### src/rtl/core/rgbmp_pkg.sv
// Shared types, constants and register codes for the RGB565 to monochrome page packer.
`default_nettype none
package rgbmp_pkg;

	localparam int PANEL_COLUMNS_DEF = 128;
	localparam int MAX_ROWS_DEF      = 64;

	localparam int PAGE_ROWS = 8;
	localparam int ROW_W     = 6;
	localparam int PAGE_W    = 3;
	localparam int SUB_W     = 3;
	localparam int CFG_W     = 6;
	localparam int REG_IDX_W = 2;

	localparam logic [SUB_W-1:0] FIRST_SUB = SUB_W'(0);
	localparam logic [SUB_W-1:0] LAST_SUB  = SUB_W'(PAGE_ROWS - 1);

	// Configuration register indexes.
	localparam logic [REG_IDX_W-1:0] REG_RED   = 2'd0;
	localparam logic [REG_IDX_W-1:0] REG_GREEN = 2'd1;
	localparam logic [REG_IDX_W-1:0] REG_BLUE  = 2'd2;
	localparam logic [REG_IDX_W-1:0] REG_TALL  = 2'd3;

	localparam logic [4:0] RED_RESET   = 5'd6;
	localparam logic [5:0] GREEN_RESET = 6'd12;
	localparam logic [4:0] BLUE_RESET  = 5'd6;
	localparam logic       TALL_RESET  = 1'b1;

	typedef struct packed {
		logic [15:0] pixel;
		logic        forget_previous;
	} pixel_t;

	typedef struct packed {
		logic [7:0] page_byte;
		logic [6:0] column;
		logic [2:0] page_index;
		logic       byte_differs;
		logic       frame_done;
		logic       frame_differs;
	} result_t;

	typedef struct packed {
		logic [4:0] red_threshold;
		logic [5:0] green_threshold;
		logic [4:0] blue_threshold;
		logic       tall_panel;
	} cfg_t;

	// Per-pixel control handed from the scan counters to the page store.
	typedef struct packed {
		logic             lit;
		logic             forget;
		logic [SUB_W-1:0] sub;
		logic             frame_end;
	} ctl_t;

endpackage
`default_nettype wire

### src/rtl/core/rgbmp_scan.sv
// Raster position counters and pixel threshold test.
`default_nettype none
module rgbmp_scan #(
	parameter int Cols = rgbmp_pkg::PANEL_COLUMNS_DEF,
	parameter int MaxRows = rgbmp_pkg::MAX_ROWS_DEF
) (
	input  logic                        clk,
	input  logic                        arst_n,
	input  logic                        take,
	input  rgbmp_pkg::pixel_t           pix,
	input  rgbmp_pkg::cfg_t             cfg,
	output rgbmp_pkg::ctl_t             ctl,
	output logic [$clog2(Cols)-1:0]     col,
	output logic [rgbmp_pkg::PAGE_W-1:0] page
);

	localparam int ColW      = $clog2(Cols);
	localparam int TallRows  = (MaxRows / rgbmp_pkg::PAGE_ROWS) * rgbmp_pkg::PAGE_ROWS;
	localparam int LowRaw    = (TallRows / 2 / rgbmp_pkg::PAGE_ROWS) * rgbmp_pkg::PAGE_ROWS;
	localparam int LowRows   = (LowRaw == 0) ? rgbmp_pkg::PAGE_ROWS : LowRaw;

	logic [ColW-1:0]             col_q;
	logic [rgbmp_pkg::ROW_W-1:0] row_q;
	logic [rgbmp_pkg::ROW_W-1:0] row_last;
	logic                        col_last;

	assign row_last = cfg.tall_panel ? rgbmp_pkg::ROW_W'(TallRows - 1)
	                                 : rgbmp_pkg::ROW_W'(LowRows - 1);
	assign col_last = (col_q == ColW'(Cols - 1));

	assign col  = col_q;
	assign page = row_q[rgbmp_pkg::ROW_W-1:rgbmp_pkg::SUB_W];

	always_comb begin
		ctl.lit = (pix.pixel[15:11] >= cfg.red_threshold) ||
		          (pix.pixel[10:5] >= cfg.green_threshold) ||
		          (pix.pixel[4:0] >= cfg.blue_threshold);
		ctl.forget    = pix.forget_previous;
		ctl.sub       = row_q[rgbmp_pkg::SUB_W-1:0];
		ctl.frame_end = (row_q == row_last) && col_last;
	end

	// A row count left beyond a shortened frame wraps at the end of its row.
	always_ff @(posedge clk or negedge arst_n) begin
		if (!arst_n) begin
			col_q <= '0;
			row_q <= '0;
		end else if (take) begin
			if (col_last) begin
				col_q <= '0;
				row_q <= (row_q >= row_last) ? '0 : row_q + 1'b1;
			end else begin
				col_q <= col_q + 1'b1;
			end
		end
	end

endmodule
`default_nettype wire

### config.mk
export PLATFORM = sky130hd
export DESIGN_NAME = rgbmp_scan
export DESIGN_NICKNAME = d
export VERILOG_FILES = /design/src/rtl/core/rgbmp_pkg.sv /design/src/rtl/core/rgbmp_scan.sv
export SDC_FILE = /design/constraint.sdc
export NUM_CORES = 1
export LEC_CHECK = 0
export BUFFER_PORTS_ARGS = -buffer_cell sky130_fd_sc_hd__buf_2
export CAP_MARGIN = 20
export CORE_ASPECT_RATIO = 1.1
export CORE_UTILIZATION = 45
export CTS_CLUSTER_DIAMETER = 80
export CTS_CLUSTER_SIZE = 20
export DETAILED_ROUTE_END_ITERATION = 8
export GPL_TIMING_DRIVEN = 0
export PLACE_DENSITY = 0.79
export SYNTH_ARGS = -nofsm -noshare
export SYNTH_HDL_FRONTEND = slang
export SYNTH_SLANG_ARGS = --single-unit
### constraint.sdc
create_clock -name clk -period 1.75 [get_ports clk]
set_input_delay 0.35 -clock clk [delete_from_list [all_inputs] [get_ports clk]]
set_output_delay 0.35 -clock clk [all_outputs]
set_load 0.005 [all_outputs]
Word level (Yosys, flattened, before mapping):

Cells that the tools add are included.
Widths: inputs -> output; s select.

* flip-flop bits (word level): 13
* input port bits: 37

* add/subtract/negate cells: 2
* $lt $le $gt $ge: 4
* equality and inequality tests: 2
* muxes and demuxes: 3
* reductions and logical operators: 4

Operators by type and width (count)
* $ge 6x6->1: 2
* $mux 6: 2
* $ge 5x5->1: 2
* $add 7x1->7 const B: 1
* $eq 7x7->1 const B: 1
* $mux 7: 1
* $add 6x1->6 const B: 1
* $eq 6x6->1: 1
* $logic_or 1x1->1: 2
* $reduce_and 2->1: 1
* $logic_and 1x1->1: 1

Longest topological paths before layout:

Gate-level depths: netlist of run 1.

* depth after elaboration: 3
* depth in mapped cells: 6
* mapped depth without buffers: 6

Worst setup path after synthesis of run 1:

Ideal clock, no wire load.

* kind: register -> register
* start point: register col_q[0], in the netlist col[0]
* end point: register row_q[4] (netlist bit)
* arrival: 1.390 ns
* slack: 0.232 ns
* stages on the path, launching flop included: 7
* path buffers: 1
* path through: dfrtp_1 -> ha_1 -> and3_4 -> and3_2 -> buf_2 -> a31oi_1 -> o22ai_1

* cells in the longest elaborated chain, start to end: 2

RTL lines
* from (decl): RTL line rgbmp_scan.sv:22 `logic [ColW-1:0] col_q;`
* from (signal assigned): RTL line rgbmp_scan.sv:53 `col_q <= col_q + 1'b1;`
* $eq 7x7->1: RTL line rgbmp_scan.sv:29 `assign col_last = (col_q == ColW'(Cols - 1));`
* $reduce_and 2->1 (no line)
* to (signal assigned): RTL line rgbmp_scan.sv:51 `row_q <= (row_q >= row_last) ? '0 : row_q + 1'b1;`
* to (decl): RTL line rgbmp_scan.sv:23 `logic [rgbmp_pkg::ROW_W-1:0] row_q;`

Every way passes these cells.
A chain may end at the register's enable or synchronous reset.

==> results of run 1 <==
[per-layer routing]
metal	track usage (%)	vias to the layer above	wire length [um]
li1	-	538	-
met1	23.6	476	942
met2	34.7	31	1360
met3	5.86	2	118
met4	2.31	0	15
met5	0	-	0
[report_power, final]
group / internal [uW] / switching [uW]
registers: 366 / 81.4
clock network: 88.5 / 99.4
logic: 180 / 146
total: 635 / 326
[state kept, by name, summed over array words and instances (netlist names)]
register and count:
row_q 6, col 7
[worst max-delay path, delay by kind of cell, from the launching register on]
family	cells	cell delay (ns)
flip-flops	1	0.38
AND/OR/NAND/NOR	3	0.35
adder cells (fa/ha/maj)	1	0.21
buffers and inverters	1	0.11
[synth_stat cells]
cell and count:
mux2_2 1, nor2_1 8, o2111ai_1 1, o211ai_1 2
buf_4 1, xor2_1 1, o21ai_0 13, mux2i_1 1
and3_4 1, o22ai_1 1, ha_1 19, a21oi_1 2
nand3_1 3, a31oi_1 2, a22o_2 1, or4_1 1
and3_2 1, buf_2 1, a2111oi_0 1, xnor2_1 3
or3_1 2, inv_1 19, nand3_4 1, nand4_1 3
and3_1 2, nand2_1 11, dfrtp_1 13, nor3b_1 3
[area by class of cell]
type	instances	area share, %
Buffer	2	0.855
Timing Repair Buffer	58	21.2
Multi-Input combinational cell	84	46.6
Tap cell	28	2.39
Sequential cell	13	22.3
Clock buffer	4	1.79
Inverter	19	4.87
[metrics by stage]
stage	cells	setup WS, ns	hold slack, ns	instance area [um2]	total power (uW)
floorplan	118	0.232	0.0544	1040	599
global placement	197	0.0313	0.247	1330	731
detailed placement	197	-0.0191	0.256	1330	755
CTS	203	0.000615	0.338	1380	951
global route	208	-0.00642	0.365	1460	1030
finish	208	0.0674	0.344	1460	961
[worst paths after layout]
check	slack [ns]	cells past startpoint	endpoint	from
max	0.07	5	ctl[0]	row_q[1]$_DFFE_PN0P_
min	0.34	2	col[0]$_DFFE_PN0P_	take
min reg2reg	0.51	1	col[4]$_DFFE_PN0P_	col[4]$_DFFE_PN0P_
max in group asynchronous	1.02	2	col[3]$_DFFE_PN0P_	arst_n
max reg2reg	0.08	6	row_q[4]$_DFFE_PN0P_	col[0]$_DFFE_PN0P_
min in group asynchronous	0.49	2	row_q[4]$_DFFE_PN0P_	arst_n
[timing repair]
item | in CTS | in global routing
pin swaps | 0 | 13
endpoints found under the hold margin | 13 | 0
resized for setup | 2 | 16
hold buffers | 1 | 0
buffers inserted | 1 | 5
setup endpoints to repair | 2 | 2
[cell families (layout without fill, tap and decap cells)]
family / count (synthesis) / count (layout) / share of synthesized area [%]
xor gates and xnor gates: 4 / 4 / 3.38
DFF: 13 / 13 / 31.4
and+or+nand+nor: 36 / 36 / 19.0
buffers and inverters: 21 / 83 / 8.09
adders and majority gates: 19 / 19 / 22.9
muxes: 2 / 2 / 2.05
AOI/OAI and AO/OA: 23 / 23 / 13.2
==> metrics.txt, run 1 <==
status finished clean; Ports 53; die height around 52 um; fillcell total 186; Register Area 327 um2; CP Capture Type primary output; Maximum Capacitance Violations 0; Arr. time, crit path 1.33 ns; global-route wire length before repair 3620 um; Final Slew Violations 0; root buffer cell clkbuf_4; Wirelength per Cell about 12 um; global-route total usage across every layer 19.7%; Cell variety after synth 28; antenna viol nets, final 0; CTS Sinks 13; fin crit share 96.1%; top cells by area, synth dfrtp_1, ha_1, inv_1; Seq/Total Area, Yosys 31.4%; clk_lat worst skew between 0.2 and 0.3 ns; leakage dissipation 0.000798 uW; Worst setup SP type register; Overflow after GRT 0; CTS tree done; area of the multi-input gates a little under 700 um2; Synth Area per Inst 8.78 um2; HPWL after DPL about 1900 um; Cell Chain, Critical Path ha_2, and3_4, nand3_1, nor2_1, buf_2; worst min-delay path category in -> reg; antenna diode count 0; clk slew on worst S/H paths 0.08 ns; Routed WL 2430 um; H-tree depth 1; peak supply drop 681 uV; top cell type's share of synthesized area 31.4%; Syn. warnings 0; slowest stage delay, CP 0.38 ns; number of global-route vias before repair 934; # DRC 0; Crit Path Max Fanout 3; final estimated routing congestion in global placement 0.722; # nets final 237; Via-to-Cell Ratio 5.03; IO buf count about 50; final hold vios 0; row count 17; WP data required 1.40 ns; First-pass DRT Iterations 4; CP max stage cell dfrtp_1; largest net degree at the start of global routing 14; clk buf depth 2; final core occ between 70 and 80%; commonest non-fill, non-tap cell in the layout buf_2; Core Region about 2100 um2; P per Cell Area 657 nW/um2; total via count in the routed design 1,047; mapped cell area 1040 um2; most frequent cells in the layout buf_2, inv_1, ha_1; Worst Tran Pin Value around 0.33 ns; Initial Util about half; largest area contributor in the netlist dfrtp_1; Crit Path Category reg -> out; syn_nets 174; Slew headroom approximately 80%; total CTS buffers 3; min cycle time layout between 1.5 and 2 ns; Setup Skew around 0.00054 ns; fmax 594 MHz; initial antenna violation count 0; Mapped Cells 118; Die W 47.8 um; ratio of cells with drive above 1 in the final layout 43.3%; setup_tns 0 ns; Initial DRC Count 17; area of the die 2500 um2; final setup fails 0; Yosys reg bits 13; area grow syn2layout 41.3%
Power figures use the tool's default switching activity.
==> run 2: changes to the inputs <==
==> constraint.sdc (replaced) <==
create_clock -name clk -period 2.1 [get_ports clk]
set_input_delay 0.42 -clock clk [delete_from_list [all_inputs] [get_ports clk]]
set_output_delay 0.42 -clock clk [all_outputs]
set_load 0.005 [all_outputs]
==> run 2 against run 1 <==
Net effect:
- sequential cell count unchanged
- largest power group unchanged
- core utilization down 5.3 points
- clock power down 19%
- clock skew up 0.0016 ns
==> metrics.txt, run 2 (synthesis gave the netlist of run 1 again) <==
status finished clean; most frequent CP cell buf_2; Die W 47.8 um (unchanged); CTS Sinks 13 (unchanged); Initial Util 49.7% (unchanged); final hold vios 0 (unchanged); HPWL after DPL 1890 um (unchanged); final setup fails 0 (unchanged); Wirelength per Cell 10.9 um (-6.8%); unrepaired setup endpoints after global routing false; root buffer cell clkbuf_4; total via count in the routed design 1,005 (-4.0%); fmax about 530 MHz; fin crit share between 80% and 90%; Overflow after GRT 0 (unchanged); First-pass DRT Iterations 4 (unchanged); largest net degree at the start of global routing 14 (unchanged); Placed Area 1330 um2 (unchanged); die height 52.3 um (unchanged); CP max stage cell ha_1; Setup Skew 0.00212 ns (+0.00158 ns); Sw Share 33.5% (-0.50 points); Post-CTS Setup Repair Bufs 0 (-1); area grow syn2layout 30.6%; Slew headroom 75.6% (-2.5 points); CTS tree done; number of global-route vias before repair 923 (-1.2%); hold slack 0.0195 ns (-0.324 ns); Final Slew Violations 0 (unchanged); most frequent cells in the layout buf_2, inv_1, ha_1; Crit Path Category in -> out; Switch Pwr 260 uW (-20%); final core occ 64.9% (-5.3 points); worst min-delay path category in -> async; global-route wire length before repair 3540 um (-2.1%); final estimated routing congestion in global placement 0.722 (unchanged); commonest non-fill, non-tap cell in the layout buf_2; clk_lat worst skew 0.27 ns (about the same); Via-to-Cell Ratio 5.00 (-0.67%); Comb power frac 32.6% (-1.3 points); leakage dissipation 0.000762 uW (-4.6%); Pwr Total 776 uW (-19%); Clock Power Share 19.7% (+0.2 points); min cycle time layout 1.89 ns; Hold Buf Count CTS 0 (-1); # nets final 230 (-3.0%); area of the die 2500 um2 (unchanged); global-route total usage across every layer 19.3% (-0.41 points); Maximum Capacitance Violations 0 (unchanged); Flop pwr share 47.7% (+1.2 points); Worst setup SP type input port; P per Cell Area 574 nW/um2 (-13%); ratio of cells with drive above 1 in the final layout 35.3% (-8.1 points); Initial DRC Count 12 (-5); initial antenna violation count 0 (unchanged); clk buf depth 2 (unchanged); row count 17 (unchanged); Cell Chain, Critical Path buf_2, inv_1, ha_1, nor3b_1, o21ai_0, o211ai_1, nand4_1, buf_2; # DRC 0 (unchanged); H-tree depth 1 (unchanged); max FFs per register 7 (unchanged); Ports 53 (unchanged); antenna viol nets, final 0 (unchanged); clk slew on worst S/H paths 0.08 ns (about the same); Crit Path Max Fanout 1 (-2); CP Capture Type primary output; setup_tns 0 ns (unchanged); post_cts resized 0 (-2); Pint 517 uW (-19%); finished layout cell area 1350 um2 (-7.6%); Core Region 2080 um2 (unchanged); WP data required 1.68 ns (+0.28 ns); Worst Tran Pin Value 0.357 ns (+0.0294 ns); Arr. time, crit path 1.47 ns (+0.14 ns); IO buf count 51 (unchanged); peak supply drop 561 uV (-18%); antenna diode count 0 (unchanged); Routed WL 2190 um (-9.9%); total CTS buffers 3 (unchanged); slowest stage delay, CP 0.28 ns (-0.10 ns)
## run 2: power groups by stage
stage / Combinational [uW] / Sequential, uW / Clock (uW)
detailed placement: 257 / 373 / 0
floorplan: 131 / 368 / 0
finish: 253 / 370 / 153
CTS: 258 / 370 / 162
global route: 290 / 380 / 172
global placement: 242 / 368 / 0
## run 2: final timing paths
| kind | start | end | slack (ns) | cells after the start |
|---|---|---|---|---|
| hold / removal | arst_n | row_q[4]$_DFFE_PN0P_ | 0.02 | 1 |
| setup reg to reg | col[0]$_DFFE_PN0P_ | row_q[3]$_DFFE_PN0P_ | 0.50 | 5 |
| hold reg to reg | col[4]$_DFFE_PN0P_ | col[4]$_DFFE_PN0P_ | 0.52 | 1 |
| max in group asynchronous | arst_n | row_q[2]$_DFFE_PN0P_ | 1.85 | 1 |
| min in group clk | take | col[0]$_DFFE_PN0P_ | 0.42 | 2 |
| setup / recovery | pix[12] | ctl[5] | 0.21 | 8 |
## run 2: worst max-delay path: cells and delay by family
| kind | cells | cell delay [ns] |
|---|---|---|
| buffers and inverters | 3 | 0.26 |
| and+or+nand+nor | 2 | 0.29 |
| adders and majority gates | 1 | 0.28 |
| AOI/OAI and AO/OA | 2 | 0.21 |
## run 2: cell type report
cell class / instances / area (um2)
inverter: 19 / 71.3
buffer: 2 / 12.5
multi-input combinational: 84 / 627
clock buffer: 4 / 26.3
fill: 197 / 732
tap: 28 / 35.0
timing repair buffer: 51 / 255
sequential: 13 / 325
## run 2: through the flow
| stage | setup WS (ns) | std cells |
|---|---|---|
| after floorplan | 0.479 | 118 |
| after global placement | 0.241 | 197 |
| after detailed placement | 0.191 | 197 |
| after CTS | 0.180 | 201 |
| after global routing | 0.0701 | 201 |
| final | 0.214 | 201 |
## run 2: layer usage
metal	track usage, %	vias to the layer above	share of wire [%]
met5	0	-	0
met4	2.31	0	0.78
met3	5.86	2	4.8
met2	33.8	28	54
met1	23.1	450	41
li1	-	525	-
==> run 3: changes to the inputs <==
==> constraint.sdc (replaced) <==
create_clock -name clk -period 2.1 [get_ports clk]
set_input_delay 0.525 -clock clk [delete_from_list [all_inputs] [get_ports clk]]
set_output_delay 0.525 -clock clk [all_outputs]
set_load 0.005 [all_outputs]
==> run 3 against run 2 <==
Net effect:
- hold slack better by 0.11 ns
- critical path type unchanged
- total power is 1.8% higher
- largest power group unchanged
- sequential power is essentially flat
- sequential cell count unchanged
==> metrics.txt, run 3 (synthesis gave the netlist of run 1 again) <==
H-tree depth 1 (unchanged); final setup margin 0.0701 ns (-0.144 ns); Arr. time, crit path 1.50 ns (+0.03 ns); CTS Sinks 13 (unchanged); HPWL after DPL 1890 um (unchanged); Flop pwr share 46.9% (-0.8 points); worst min-delay path category in -> async; # nets final 230 (unchanged); Overflow after GRT 0 (unchanged); total via count in the routed design 1,013 (+0.80%); largest net degree at the start of global routing 14 (unchanged); CTS tree done; CP bufs+invs 3 (unchanged); root buffer cell clkbuf_4; Slew headroom 78.1% (+2.5 points); Via-to-Cell Ratio 5.04 (+0.80%); Core Region 2080 um2 (unchanged); area grow syn2layout 35.0%; CP Capture Type primary output; antenna diode count 0 (unchanged); Switch Pwr 266 uW (+2.4%); placed insts 197 (unchanged); Final Slew Violations 0 (unchanged); unrepaired setup endpoints after global routing false; initial antenna violation count 0 (unchanged); Non-Filler Instances 201 (unchanged); Initial DRC Count 10 (-2); met3 wire length 109 um (+2.8%); row count 17 (unchanged); Crit Path Max Fanout 1 (unchanged); M1 WL 886 um (-0.89%); fin crit share 96.7% (+6.8 points); IO buf count 51 (unchanged); max FFs per register 7 (unchanged); CP max stage cell ha_1; commonest non-fill, non-tap cell in the layout buf_2; die height 52.3 um (unchanged); Pwr Total 790 uW (+1.8%); finished layout cell area 1400 um2 (+3.4%); final hold vios 0 (unchanged); Top delay family on crit path adder cells; most frequent cells in the layout buf_2, inv_1, ha_1; clk slew on worst S/H paths 0.08 ns (about the same); WP data required 1.57 ns (-0.11 ns); final estimated routing congestion in global placement 0.722 (unchanged); Sw Share 33.6% (+0.18 points); max layer used met4; Ports 53 (unchanged); First-pass DRT Iterations 4 (unchanged); min cycle time layout 2.03 ns (+0.144 ns); Worst Tran Pin Value 0.328 ns (-0.0296 ns); peak supply drop 561 uV (about the same); Place WS -0.0191 ns (-0.210 ns); final setup fails 0 (unchanged); slowest stage delay, CP 0.29 ns (about the same); Cell Chain, Critical Path buf_2, inv_1, ha_1, nor3b_2, o21ai_1, o211ai_1, nand4_1, buf_2; Placed Area 1330 um2 (unchanged); fmax 493 MHz (-7.1%); Pint 524 uW (+1.5%); global-route wire length before repair 3540 um (unchanged); status finished clean; DR WL met2 1250 um (+6.1%); Wirelength per Cell 11.2 um (+3.1%); Worst setup SP type input port; most frequent CP cell buf_2; Post-CTS Setup Repair Bufs 0 (unchanged); Maximum Capacitance Violations 0 (unchanged); area of the die 2500 um2 (unchanged); total CTS buffers 3 (unchanged); ratio of cells with drive above 1 in the final layout 39.3% (+4.0 points); P per Cell Area 565 nW/um2 (-1.6%); clk_lat worst skew 0.27 ns (about the same); antenna viol nets, final 0 (unchanged); global-route total usage across every layer 19.3% (unchanged); number of global-route vias before repair 923 (unchanged); Clock Power Share 19.3% (-0.4 points); # DRC 0 (unchanged); Setup Skew 0.00215 ns (+0.0000332 ns); Crit Path Category in -> out; Die W 47.8 um (unchanged); Initial Util 49.7% (unchanged); clk buf depth 2 (unchanged); leakage dissipation 0.000768 uW (+0.88%); Comb power frac 33.9% (+1.3 points); Routed WL 2260 um (+3.1%)
[run 3: cell count changes in the layout (fill, tap and decap cells not counted), moves of 2 or more]
| cell | change |
|---|---|
| o21ai_0 | -5 |
| nor3b_1 | -3 |
| ha_4 | +2 |
| nor3b_2 | +3 |
| o21ai_1 | +5 |
| ha_1 | -2 |
[run 3: area by class of cell]
type	instances	area (um2)
Buffer	2	12.5
Multi-Input combinational cell	84	673
Sequential cell	13	325
Inverter	19	71.3
Fill cell	187	686
Clock buffer	4	26.3
Timing Repair Buffer	51	255
Tap cell	28	35.0
[run 3: routing by layer]
layer | global-route usage (%) | vias to the layer above
li1 | - | 526
met1 | 23.1 | 456
met2 | 33.8 | 29
met3 | 5.86 | 2
met4 | 2.31 | 0
met5 | 0 | -
[run 3: what timing repair did]
action | CTS | global route
hold buffers | 0 | 0
pin swaps | 0 | 12
resized for setup | 2 | 11
hold endpoints to repair | 0 | 0
endpoints found under the setup margin | 1 | 1
[run 3: power groups by stage]
stage	Sequential, uW	Clock (uW)	Combinational [uW]
2_1_floorplan	368	0	131
3_3_place_gp	368	0	242
3_5_place_dp	373	0	257
4_1_cts	370	162	259
5_1_grt	380	172	305
6_report	370	152	268
[run 3: metrics by stage]
stage          setup TNS (ns)  utilization (%)  hold WS (ns)
2_1_floorplan               0                -         0.229
3_3_place_gp                0             63.6         0.422
3_5_place_dp          -0.0191             63.6         0.431
4_1_cts                     0             65.1         0.127
5_1_grt                     0             67.1         0.126
6_report                    0             67.1         0.127
[run 3: final timing paths]
path,start,endpoint,slack (ns),cells past startpoint
max,pix[1],ctl[5],0.07,8
min,arst_n,row_q[4]$_DFFE_PN0P_,0.13,1
max in group asynchronous,arst_n,row_q[5]$_DFFE_PN0P_,1.74,1
max reg2reg,col[0]$_DFFE_PN0P_,row_q[3]$_DFFE_PN0P_,0.50,5
min in group clk,col[4]$_DFFE_PN0P_,col[4]$_DFFE_PN0P_,0.52,1
min reg2reg,col[4]$_DFFE_PN0P_,col[4]$_DFFE_PN0P_,0.52,1
